===== config.mk =====
export PLATFORM = sky130hd
export DESIGN_NAME = first_fit_block_allocator_unit_flat
export DESIGN_NICKNAME = d
export VERILOG_FILES = /design/src/hw/rtl/ffba_pkg.sv /design/src/hw/rtl/ffba_if.sv /design/src/hw/rtl/ffba_table_ram.sv /design/src/hw/rtl/ffba_ctrl.sv /design/src/hw/rtl/first_fit_block_allocator_unit.sv /design/src/flat_wrapper.sv
export SDC_FILE = /design/constraint.sdc
export NUM_CORES = 2
export LEC_CHECK = 0
export BUFFER_PORTS_ARGS = -buffer_cell sky130_fd_sc_hd__buf_2
export CORE_UTILIZATION = 55
export CTS_BUF_LIST = sky130_fd_sc_hd__clkbuf_2 sky130_fd_sc_hd__clkbuf_4 sky130_fd_sc_hd__clkbuf_8
export CTS_CLUSTER_DIAMETER = 200
export CTS_CLUSTER_SIZE = 12
export DETAILED_ROUTE_END_ITERATION = 10
export GPL_TIMING_DRIVEN = 0
export PLACE_DENSITY = 0.71
export SYNTH_ARGS = -nofsm -noshare
export SYNTH_HDL_FRONTEND = slang
export SYNTH_SLANG_ARGS = --single-unit

===== constraint.sdc =====
create_clock -name clk -period 14 [get_ports clk]
set_input_delay 2.1 -clock clk [delete_from_list [all_inputs] [get_ports clk]]
set_output_delay 2.1 -clock clk [all_outputs]
set_load 0.01 [all_outputs]

===== src/hw/rtl/ffba_pkg.sv =====
// Shared constants, status codes and table entry types for the first-fit allocator.
package ffba_pkg;

  localparam int ADDR_BITS    = 24;
  localparam int BRK_BITS     = ADDR_BITS + 1;
  localparam int HEADER_BYTES = 16;
  localparam int MAX_BLOCKS   = 64;
  localparam int IDX_BITS     = $clog2(MAX_BLOCKS);
  localparam int CNT_BITS     = $clog2(MAX_BLOCKS + 1);
  localparam int STATUS_BITS  = 3;
  localparam int CAP_BITS     = 25;

  localparam logic [CAP_BITS-1:0] CAP_RESET = CAP_BITS'(65536);

  localparam logic ACT_ALLOC = 1'b0;
  localparam logic ACT_FREE  = 1'b1;

  localparam logic [STATUS_BITS-1:0] ST_OK         = 3'd0;
  localparam logic [STATUS_BITS-1:0] ST_ZERO       = 3'd1;
  localparam logic [STATUS_BITS-1:0] ST_EXHAUSTED  = 3'd2;
  localparam logic [STATUS_BITS-1:0] ST_TABLE_FULL = 3'd3;
  localparam logic [STATUS_BITS-1:0] ST_UNKNOWN    = 3'd4;

  typedef struct packed {
    logic                 free;
    logic [ADDR_BITS-1:0] size;
    logic [ADDR_BITS-1:0] base;
  } entry_t;

  typedef struct packed {
    logic                en;
    logic [IDX_BITS-1:0] addr;
  } ram_rd_t;

  typedef struct packed {
    logic                en;
    logic [IDX_BITS-1:0] addr;
    entry_t              data;
  } ram_wr_t;

endpackage


===== src/hw/rtl/ffba_if.sv =====
// Valid/ready channel interfaces for requests, responses and configuration writes.
interface ffba_req_if;
  logic                          valid;
  logic                          ready;
  logic                          action;
  logic [ffba_pkg::ADDR_BITS-1:0] request_size;
  logic [ffba_pkg::ADDR_BITS-1:0] block_address;

  modport source (output valid, action, request_size, block_address, input ready);
  modport sink   (input valid, action, request_size, block_address, output ready);
endinterface

interface ffba_rsp_if;
  logic                            valid;
  logic                            ready;
  logic [ffba_pkg::STATUS_BITS-1:0] status;
  logic [ffba_pkg::ADDR_BITS-1:0]   data_address;
  logic                            reused;
  logic                            released;

  modport source (output valid, status, data_address, reused, released, input ready);
  modport sink   (input valid, status, data_address, reused, released, output ready);
endinterface

interface ffba_cfg_if;
  logic                         valid;
  logic                         ready;
  logic [ffba_pkg::CAP_BITS-1:0] heap_capacity;

  modport source (output valid, heap_capacity, input ready);
  modport sink   (input valid, heap_capacity, output ready);
endinterface


===== src/hw/rtl/ffba_table_ram.sv =====
// Block table memory: one write port, one registered read port.
module ffba_table_ram (
  input  logic              clk,
  input  ffba_pkg::ram_rd_t rd,
  input  ffba_pkg::ram_wr_t wr,
  output ffba_pkg::entry_t  rd_data
);

  ffba_pkg::entry_t mem [ffba_pkg::MAX_BLOCKS];

  always_ff @(posedge clk) begin
    if (wr.en) begin
      mem[wr.addr] <= wr.data;
    end
  end

  always_ff @(posedge clk) begin
    if (rd.en) begin
      rd_data <= mem[rd.addr];
    end
  end

endmodule


===== src/hw/rtl/ffba_ctrl.sv =====
// Sequencer: scans the block table, decides the outcome, writes back and holds the response.
module ffba_ctrl (
  input  logic                           clk,
  input  logic                           rst,
  input  logic [ffba_pkg::CAP_BITS-1:0]  cap_usable,
  ffba_req_if.sink                       req,
  ffba_rsp_if.source                     rsp,
  output ffba_pkg::ram_rd_t              ram_rd,
  output ffba_pkg::ram_wr_t              ram_wr,
  input  ffba_pkg::entry_t               rd_data
);

  localparam int AB = ffba_pkg::ADDR_BITS;
  localparam int BB = ffba_pkg::BRK_BITS;
  localparam int IB = ffba_pkg::IDX_BITS;
  localparam int CB = ffba_pkg::CNT_BITS;
  localparam logic [BB-1:0] HDR = BB'(ffba_pkg::HEADER_BYTES);
  localparam logic [CB-1:0] FULL_COUNT = CB'(ffba_pkg::MAX_BLOCKS);

  typedef enum logic [3:0] {
    S_IDLE   = 4'b0001,
    S_SCAN   = 4'b0010,
    S_DECIDE = 4'b0100,
    S_FINISH = 4'b1000
  } state_t;

  state_t state;

  logic                               act;
  logic [AB-1:0]                      req_size;
  logic [AB-1:0]                      req_addr;
  logic [BB-1:0]                      total;
  logic [IB-1:0]                      scan_idx;
  logic                               hit;
  logic [IB-1:0]                      hit_idx;
  ffba_pkg::entry_t                   hit_entry;
  logic [CB-1:0]                      block_count;
  logic [BB-1:0]                      heap_break;

  logic [ffba_pkg::STATUS_BITS-1:0]   res_status;
  logic [AB-1:0]                      res_addr;
  logic                               res_reused;
  logic                               res_released;

  logic                               out_valid;
  logic [ffba_pkg::STATUS_BITS-1:0]   out_status;
  logic [AB-1:0]                      out_addr;
  logic                               out_reused;
  logic                               out_released;

  logic          cur_match;
  logic          scan_last;
  logic [BB:0]   grow_end;
  logic          grow_fail;
  logic          table_full;
  logic          is_top;
  logic [BB-1:0] hit_total;

  assign req.ready = (state == S_IDLE);

  assign rsp.valid        = out_valid;
  assign rsp.status       = out_status;
  assign rsp.data_address = out_addr;
  assign rsp.reused       = out_reused;
  assign rsp.released     = out_released;

  always_comb begin
    if (act == ffba_pkg::ACT_FREE) begin
      cur_match = (({1'b0, rd_data.base} + HDR) == {1'b0, req_addr});
    end else begin
      cur_match = rd_data.free && (rd_data.size >= req_size);
    end
  end

  assign scan_last  = ({1'b0, scan_idx} + CB'(1)) == block_count;
  assign grow_end   = {1'b0, heap_break} + {1'b0, total};
  assign grow_fail  = grow_end > {1'b0, cap_usable};
  assign table_full = (block_count >= FULL_COUNT);
  assign is_top     = (({1'b0, req_addr} + {1'b0, hit_entry.size}) == heap_break);
  assign hit_total  = HDR + {1'b0, hit_entry.size};

  // read issue: entry 0 on accept, then one entry ahead of the compare
  always_comb begin
    ram_rd.en   = 1'b0;
    ram_rd.addr = '0;
    unique case (state)
      S_IDLE: begin
        ram_rd.en = req.valid;
      end
      S_SCAN: begin
        ram_rd.en   = !cur_match && !scan_last;
        ram_rd.addr = scan_idx + IB'(1);
      end
      default: ;
    endcase
  end

  always_comb begin
    ram_wr.en   = 1'b0;
    ram_wr.addr = hit_idx;
    ram_wr.data = hit_entry;
    if (state == S_DECIDE) begin
      if (act == ffba_pkg::ACT_ALLOC) begin
        if (hit) begin
          ram_wr.en        = 1'b1;
          ram_wr.data.free = 1'b0;
        end else if (!grow_fail && !table_full) begin
          ram_wr.en        = 1'b1;
          ram_wr.addr      = block_count[IB-1:0];
          ram_wr.data.free = 1'b0;
          ram_wr.data.size = req_size;
          ram_wr.data.base = heap_break[AB-1:0];
        end
      end else if (hit && !is_top) begin
        ram_wr.en        = 1'b1;
        ram_wr.data.free = 1'b1;
      end
    end
  end

  always_ff @(posedge clk) begin
    if (rst) begin
      state       <= S_IDLE;
      block_count <= '0;
      heap_break  <= '0;
      out_valid   <= 1'b0;
    end else begin
      if (state == S_FINISH && (!out_valid || rsp.ready)) begin
        out_valid <= 1'b1;
      end else if (out_valid && rsp.ready) begin
        out_valid <= 1'b0;
      end
      unique case (state)
        S_IDLE: begin
          if (req.valid) begin
            act          <= req.action;
            req_size     <= req.request_size;
            req_addr     <= req.block_address;
            total        <= HDR + {1'b0, req.request_size};
            hit          <= 1'b0;
            scan_idx     <= '0;
            res_status   <= ffba_pkg::ST_OK;
            res_addr     <= '0;
            res_reused   <= 1'b0;
            res_released <= 1'b0;
            if (req.action == ffba_pkg::ACT_ALLOC && req.request_size == '0) begin
              res_status <= ffba_pkg::ST_ZERO;
              state      <= S_FINISH;
            end else if (req.action == ffba_pkg::ACT_FREE && req.block_address == '0) begin
              state <= S_FINISH;
            end else if (block_count == '0) begin
              state <= S_DECIDE;
            end else begin
              state <= S_SCAN;
            end
          end
        end
        S_SCAN: begin
          if (cur_match) begin
            hit       <= 1'b1;
            hit_idx   <= scan_idx;
            hit_entry <= rd_data;
            state     <= S_DECIDE;
          end else if (scan_last) begin
            state <= S_DECIDE;
          end else begin
            scan_idx <= scan_idx + IB'(1);
          end
        end
        S_DECIDE: begin
          if (act == ffba_pkg::ACT_ALLOC) begin
            if (hit) begin
              res_addr   <= AB'({1'b0, hit_entry.base} + HDR);
              res_reused <= 1'b1;
            end else if (grow_fail) begin
              res_status <= ffba_pkg::ST_EXHAUSTED;
            end else if (table_full) begin
              res_status <= ffba_pkg::ST_TABLE_FULL;
            end else begin
              res_addr    <= AB'(heap_break + HDR);
              block_count <= block_count + CB'(1);
              heap_break  <= grow_end[BB-1:0];
            end
          end else if (!hit) begin
            res_status <= ffba_pkg::ST_UNKNOWN;
          end else if (is_top) begin
            // top block: drop it and everything above its entry
            heap_break   <= heap_break - hit_total;
            block_count  <= {1'b0, hit_idx};
            res_released <= 1'b1;
          end
          state <= S_FINISH;
        end
        S_FINISH: begin
          if (!out_valid || rsp.ready) begin
            out_status   <= res_status;
            out_addr     <= res_addr;
            out_reused   <= res_reused;
            out_released <= res_released;
            state        <= S_IDLE;
          end
        end
        default: state <= S_IDLE;
      endcase
    end
  end

endmodule


===== src/hw/rtl/first_fit_block_allocator_unit.sv =====
// Top level of the first-fit block allocator: capacity register, sequencer and table memory.
//
// Channels: req carries allocate/free requests, rsp returns one response per
// request, cfg writes heap_capacity (write it only while the block is idle;
// the block itself does not enforce this). An allocate of size zero and a
// free of address zero go straight from idle to the finish state, which
// loads the response register. Otherwise the sequencer reads the block table
// one entry per cycle out of the one-port read memory, compares each entry
// as its data returns, then makes the decision and write-back in the decide
// state and loads the response register in the finish state. The table
// holds at most 64 entries. The next request is taken only once the
// sequencer is back in idle. A first-fit hit or a matching free stops the
// scan early.
// The response sits in an output register; a new request is accepted while
// it waits. If the receiver stalls, the next item finishes its work and then
// holds in its final state until the response register is taken.
// Reset clears the block count, the heap break and the response valid, and
// sets heap_capacity to 65536. The table memory is not cleared; only entries
// below the block count are ever compared.
module first_fit_block_allocator_unit (
  input  logic       clk,
  input  logic       rst,
  ffba_req_if.sink   req,
  ffba_rsp_if.source rsp,
  ffba_cfg_if.sink   cfg
);

  localparam logic [ffba_pkg::CAP_BITS-1:0] CAP_LIMIT =
    {1'b1, {ffba_pkg::ADDR_BITS{1'b0}}};

  logic [ffba_pkg::CAP_BITS-1:0] heap_capacity;
  logic [ffba_pkg::CAP_BITS-1:0] cap_usable;

  ffba_pkg::ram_rd_t ram_rd;
  ffba_pkg::ram_wr_t ram_wr;
  ffba_pkg::entry_t  rd_data;

  assign cfg.ready = 1'b1;

  always_ff @(posedge clk) begin
    if (rst) begin
      heap_capacity <= ffba_pkg::CAP_RESET;
    end else if (cfg.valid && cfg.ready) begin
      heap_capacity <= cfg.heap_capacity;
    end
  end

  // heap never grows past the offset range
  assign cap_usable = (heap_capacity > CAP_LIMIT) ? CAP_LIMIT : heap_capacity;

  ffba_ctrl u_ctrl (
    .clk        (clk),
    .rst        (rst),
    .cap_usable (cap_usable),
    .req        (req),
    .rsp        (rsp),
    .ram_rd     (ram_rd),
    .ram_wr     (ram_wr),
    .rd_data    (rd_data)
  );

  ffba_table_ram u_table (
    .clk     (clk),
    .rd      (ram_rd),
    .wr      (ram_wr),
    .rd_data (rd_data)
  );

endmodule


===== src/flat_wrapper.sv =====
// flat-port wrapper written by rule: the top's interface ports become plain ports
module first_fit_block_allocator_unit_flat 
  (clk, rst, req_valid, req_action, req_request_size, req_block_address, req_ready, rsp_valid, rsp_status, rsp_data_address, rsp_reused, rsp_released, rsp_ready, cfg_valid, cfg_heap_capacity, cfg_ready);
  ffba_req_if req_i ();
  ffba_rsp_if rsp_i ();
  ffba_cfg_if cfg_i ();
  input  logic clk;
  input  logic rst;
  input wire logic [$bits(req_i.valid)-1:0] req_valid;
  input wire logic [$bits(req_i.action)-1:0] req_action;
  input wire logic [$bits(req_i.request_size)-1:0] req_request_size;
  input wire logic [$bits(req_i.block_address)-1:0] req_block_address;
  output wire logic [$bits(req_i.ready)-1:0] req_ready;
  output wire logic [$bits(rsp_i.valid)-1:0] rsp_valid;
  output wire logic [$bits(rsp_i.status)-1:0] rsp_status;
  output wire logic [$bits(rsp_i.data_address)-1:0] rsp_data_address;
  output wire logic [$bits(rsp_i.reused)-1:0] rsp_reused;
  output wire logic [$bits(rsp_i.released)-1:0] rsp_released;
  input wire logic [$bits(rsp_i.ready)-1:0] rsp_ready;
  input wire logic [$bits(cfg_i.valid)-1:0] cfg_valid;
  input wire logic [$bits(cfg_i.heap_capacity)-1:0] cfg_heap_capacity;
  output wire logic [$bits(cfg_i.ready)-1:0] cfg_ready;
  assign req_i.valid = req_valid;
  assign req_i.action = req_action;
  assign req_i.request_size = req_request_size;
  assign req_i.block_address = req_block_address;
  assign req_ready = req_i.ready;
  assign rsp_valid = rsp_i.valid;
  assign rsp_status = rsp_i.status;
  assign rsp_data_address = rsp_i.data_address;
  assign rsp_reused = rsp_i.reused;
  assign rsp_released = rsp_i.released;
  assign rsp_i.ready = rsp_ready;
  assign cfg_i.valid = cfg_valid;
  assign cfg_i.heap_capacity = cfg_heap_capacity;
  assign cfg_ready = cfg_i.ready;
  first_fit_block_allocator_unit u_core (.clk(clk), .rst(rst), .req(req_i), .rsp(rsp_i), .cfg(cfg_i));
endmodule

==> metrics.txt <==
failing checks=capacitance limit, slew limit; Tightest Hold Check Type=register to register; Syn. warnings=0; status=complete, but fails checks; DRC=0; Clk Latency, worst-skew pair=1.20 ns; detailed-route wire length per cell=32.7 um; Fillers=19200; Seq cells post-synth=3437; initial antenna violation count=28; cts bufs inserted=336; final slew viol count=41; CTS clk-pin slew, worst paths=0.10 ns; first-pass GRT wire length=656000 um; CTS tree=built; mapped cell area=0.140 mm^2; number of max-cap violations=8; power consumption=17.5 mW; hold slack=0.410 ns; Worst Skew=0.145 ns; RR Startpoint=u_core.u_ctrl.req_size[0]; vias in the first global route=91800; # IOs=111; hold_buf cts=0; Post-synth EDFFs=3375; Final Setup Violations=0; DR pass1 iterations=10; total gr overflow=0; RSZ-0062 raised after global routing=false; core area=0.254 mm^2; largest net degree at the start of global routing=65; PostCTS Resize Cnt=0; min Tclk post-route=8.80 ns; worst hold path depth=0; Worst R2R Setup Slack=5.20 ns; starting density of the core=0.553; final-stage net count=11100; Hold Path End=u_core.u_ctrl.rsp.data_address[2]; Worst EP arrival=9.62 ns; mean post-synth cell area=13.7 um^2; Slew HR=-0.135; Die Footprint=0.257 mm^2; fraction of layout cells with a size suffix above 1=0.101; Die W=507 um; power density cells=112 mW/mm^2; die height=507 um; Worst-Margin Slew=1.69 ns; Post-CTS Setup Inserts=0; Post-Synthesis Net Count=10500; Layout Area Growth over Synthesis=10.7%; DRT antenna net count=0; final WL=468000 um; Root Buffer=clkbuf_8; crit end category=register; Iter 0 DRT Violations=15000; worst r2r dst=u_core.u_table.mem[43][26]; IO Port Bufs=108; cell count of the worst reg-to-reg path=22; maximum buffer depth of the clock tree=4; final hold violation count=0; Synth Instances=10300; Routability Congestion=1.01; routed vias=96400; Static Leak=50.7 nW; Via density=6.74; Worst Path Required=14.82 ns; VDD IR max=0.000115 V; H-tree Lvls=5; top_reg_cell synth=edfxtp_1; register area share after synthesis=0.732; HPWL after detailed placement=345000 um; f_max=0.114 GHz; Yosys cell types=91; FP Rows=185; Final TNS setup=0 ns; ys async rst share=0; hold_sp=u_core.u_ctrl.res_addr[2]; Tcrit/Tclk final=0.629; worst-path maximum fanout=26; clock sink total=3437; Total GRT Usage=0.360; Crit Path Category=register to register; Critical Path Source Type=register
cells in the final DEF, fill, tap and decap left out, types with 16 or more instances in the layout:
master	netlist	final
a211oi_1	16	16
a21o_1	30	30
a21oi_1	400	400
a311oi_1	155	155
a31oi_1	61	61
and3_1	18	18
buf_1	36	36
buf_12	1	121
buf_16	0	57
buf_2	193	302
clkbuf_1	502	483
clkbuf_2	1	20
clkbuf_4	2	29
clkbuf_8	0	344
dfxtp_1	62	62
diode_2	0	16
edfxtp_1	3375	3375
ha_1	152	152
inv_1	129	129
mux2i_1	57	57
nand2_1	1767	1761
nand2b_1	23	23
nand3_1	1625	1625
nand4_1	27	27
nor2_1	197	131
nor2_4	0	65
nor3_1	102	93
nor4_1	26	26
o21ai_0	108	67
o21ai_4	0	46
o221ai_1	788	788
xnor2_1	86	86
xor2_1	61	61
stage by stage:
| stage | worst slack, ns | cell area, um^2 | std cells | utilization |
|---|---|---|---|---|
| after floorplan | 6.66 | 140000 | 10300 | - |
| after global placement | -2.83 | 145000 | 13700 | 0.571 |
| after detailed placement | 5.56 | 150000 | 13900 | 0.592 |
| after CTS | 5.44 | 155000 | 14300 | 0.612 |
| after global routing | 5.05 | 155000 | 14300 | 0.612 |
| final | 5.20 | 155000 | 14300 | 0.612 |
cells in the mapped netlist (36+ instances only):
cell / count / area share
a21oi_1: 400 / 0.014
a311oi_1: 155 / 0.0097
a31oi_1: 61 / 0.0027
buf_1: 36 / 0.00096
buf_2: 193 / 0.0069
clkbuf_1: 502 / 0.013
dfxtp_1: 62 / 0.0089
edfxtp_1: 3375 / 0.72
ha_1: 152 / 0.014
inv_1: 129 / 0.0035
mux2i_1: 57 / 0.0041
nand2_1: 1767 / 0.047
nand3_1: 1625 / 0.058
nor2_1: 197 / 0.0053
nor3_1: 102 / 0.0036
o21ai_0: 108 / 0.0039
o221ai_1: 788 / 0.049
xnor2_1: 86 / 0.0054
xor2_1: 61 / 0.0038
cells by family (layout without fill, tap and decap cells):
logic type,count (synthesis),after routing,synth area share
flip-flops,3437,3437,0.732
AND/OR/NAND/NOR,3874,3874,0.124
adder cells (fa/ha/maj),155,155,0.0140
AO/OA/AOI/OAI,1695,1695,0.0909
buffers and inverters,883,1561,0.0262
multiplexers,61,61,0.00443
other,1,17,0.0000267
XOR/XNOR,147,147,0.00918
layout make-up:
type                    instances  area, um^2  area share
well taps                    3366        4210      0.0271
multi-input cells            5933       35100       0.226
diodes                         16        40.0    0.000258
plain buffers                 750        3200      0.0206
inverters                     133         499     0.00322
flip-flops and latches       3437      103000       0.661
repair buffers                302        4670      0.0301
clock buffers                 371        4940      0.0318
clock inverters                 5        47.5    0.000306
layer usage:
layer	vias to the layer above	global-route usage	wire (um)
li1	40700	-	-
met1	48000	0.470	169000
met2	6520	0.533	206000
met3	1179	0.0880	54900
met4	14	0.251	38300
met5	-	0	510
worst max-delay path: stages (launching register included):
cell and delay [ns]:
edfxtp_1 0.62, ha_1 0.33, inv_1 0.07, fa_1 0.21, nor2b_1 0.07, o31a_1 0.29
o311ai_0 0.59, a31oi_1 0.32, a21o_1 0.25, a21oi_1 0.17, xnor2_1 0.19, ha_1 0.36
nand2_1 0.05, nor4_1 0.38, nand4b_1 0.18, a31oi_1 0.22, o21ai_0 0.26, nor4b_4 0.61
buf_4 0.33, mux2i_1 0.38, nand2_1 1.03, nor2_4 1.19, buf_12 0.28
power breakdown:
group          internal [mW]  total, mW  switching, mW
clock                   2.28       5.56           3.28
sequential              11.2       11.3         0.0660
combinational          0.180      0.591          0.411
total                   13.7       17.5           3.76
flip-flops by register name (all words and copies together), names as in the netlist, 25 cells and up:
name and cells:
u_core.heap_capacity 25, u_core.u_table.mem 3136, u_core.u_ctrl.hit_entry 49, u_core.u_ctrl.heap_break 25, u_core.u_table.rd_data 49
worst max-delay path by stage:
stage                                   start                         end  slack [ns]  depth (start not counted)
floorplan           u_core.u_ctrl.req_size[0]   u_core.u_table.mem[0][41]        6.66                         20
global placement    u_core.u_ctrl.req_size[0]  u_core.u_table.mem[32][21]       -2.83                         22
detailed placement  u_core.u_ctrl.req_size[0]   u_core.u_table.mem[18][1]        5.56                         23
CTS                 u_core.u_ctrl.req_size[0]   u_core.u_table.mem[18][8]        5.44                         23
global route        u_core.u_ctrl.req_size[0]  u_core.u_table.mem[11][39]        5.05                         23
finish              u_core.u_ctrl.req_size[0]  u_core.u_table.mem[43][26]        5.20                         22
Power figures use the tool's default switching activity.
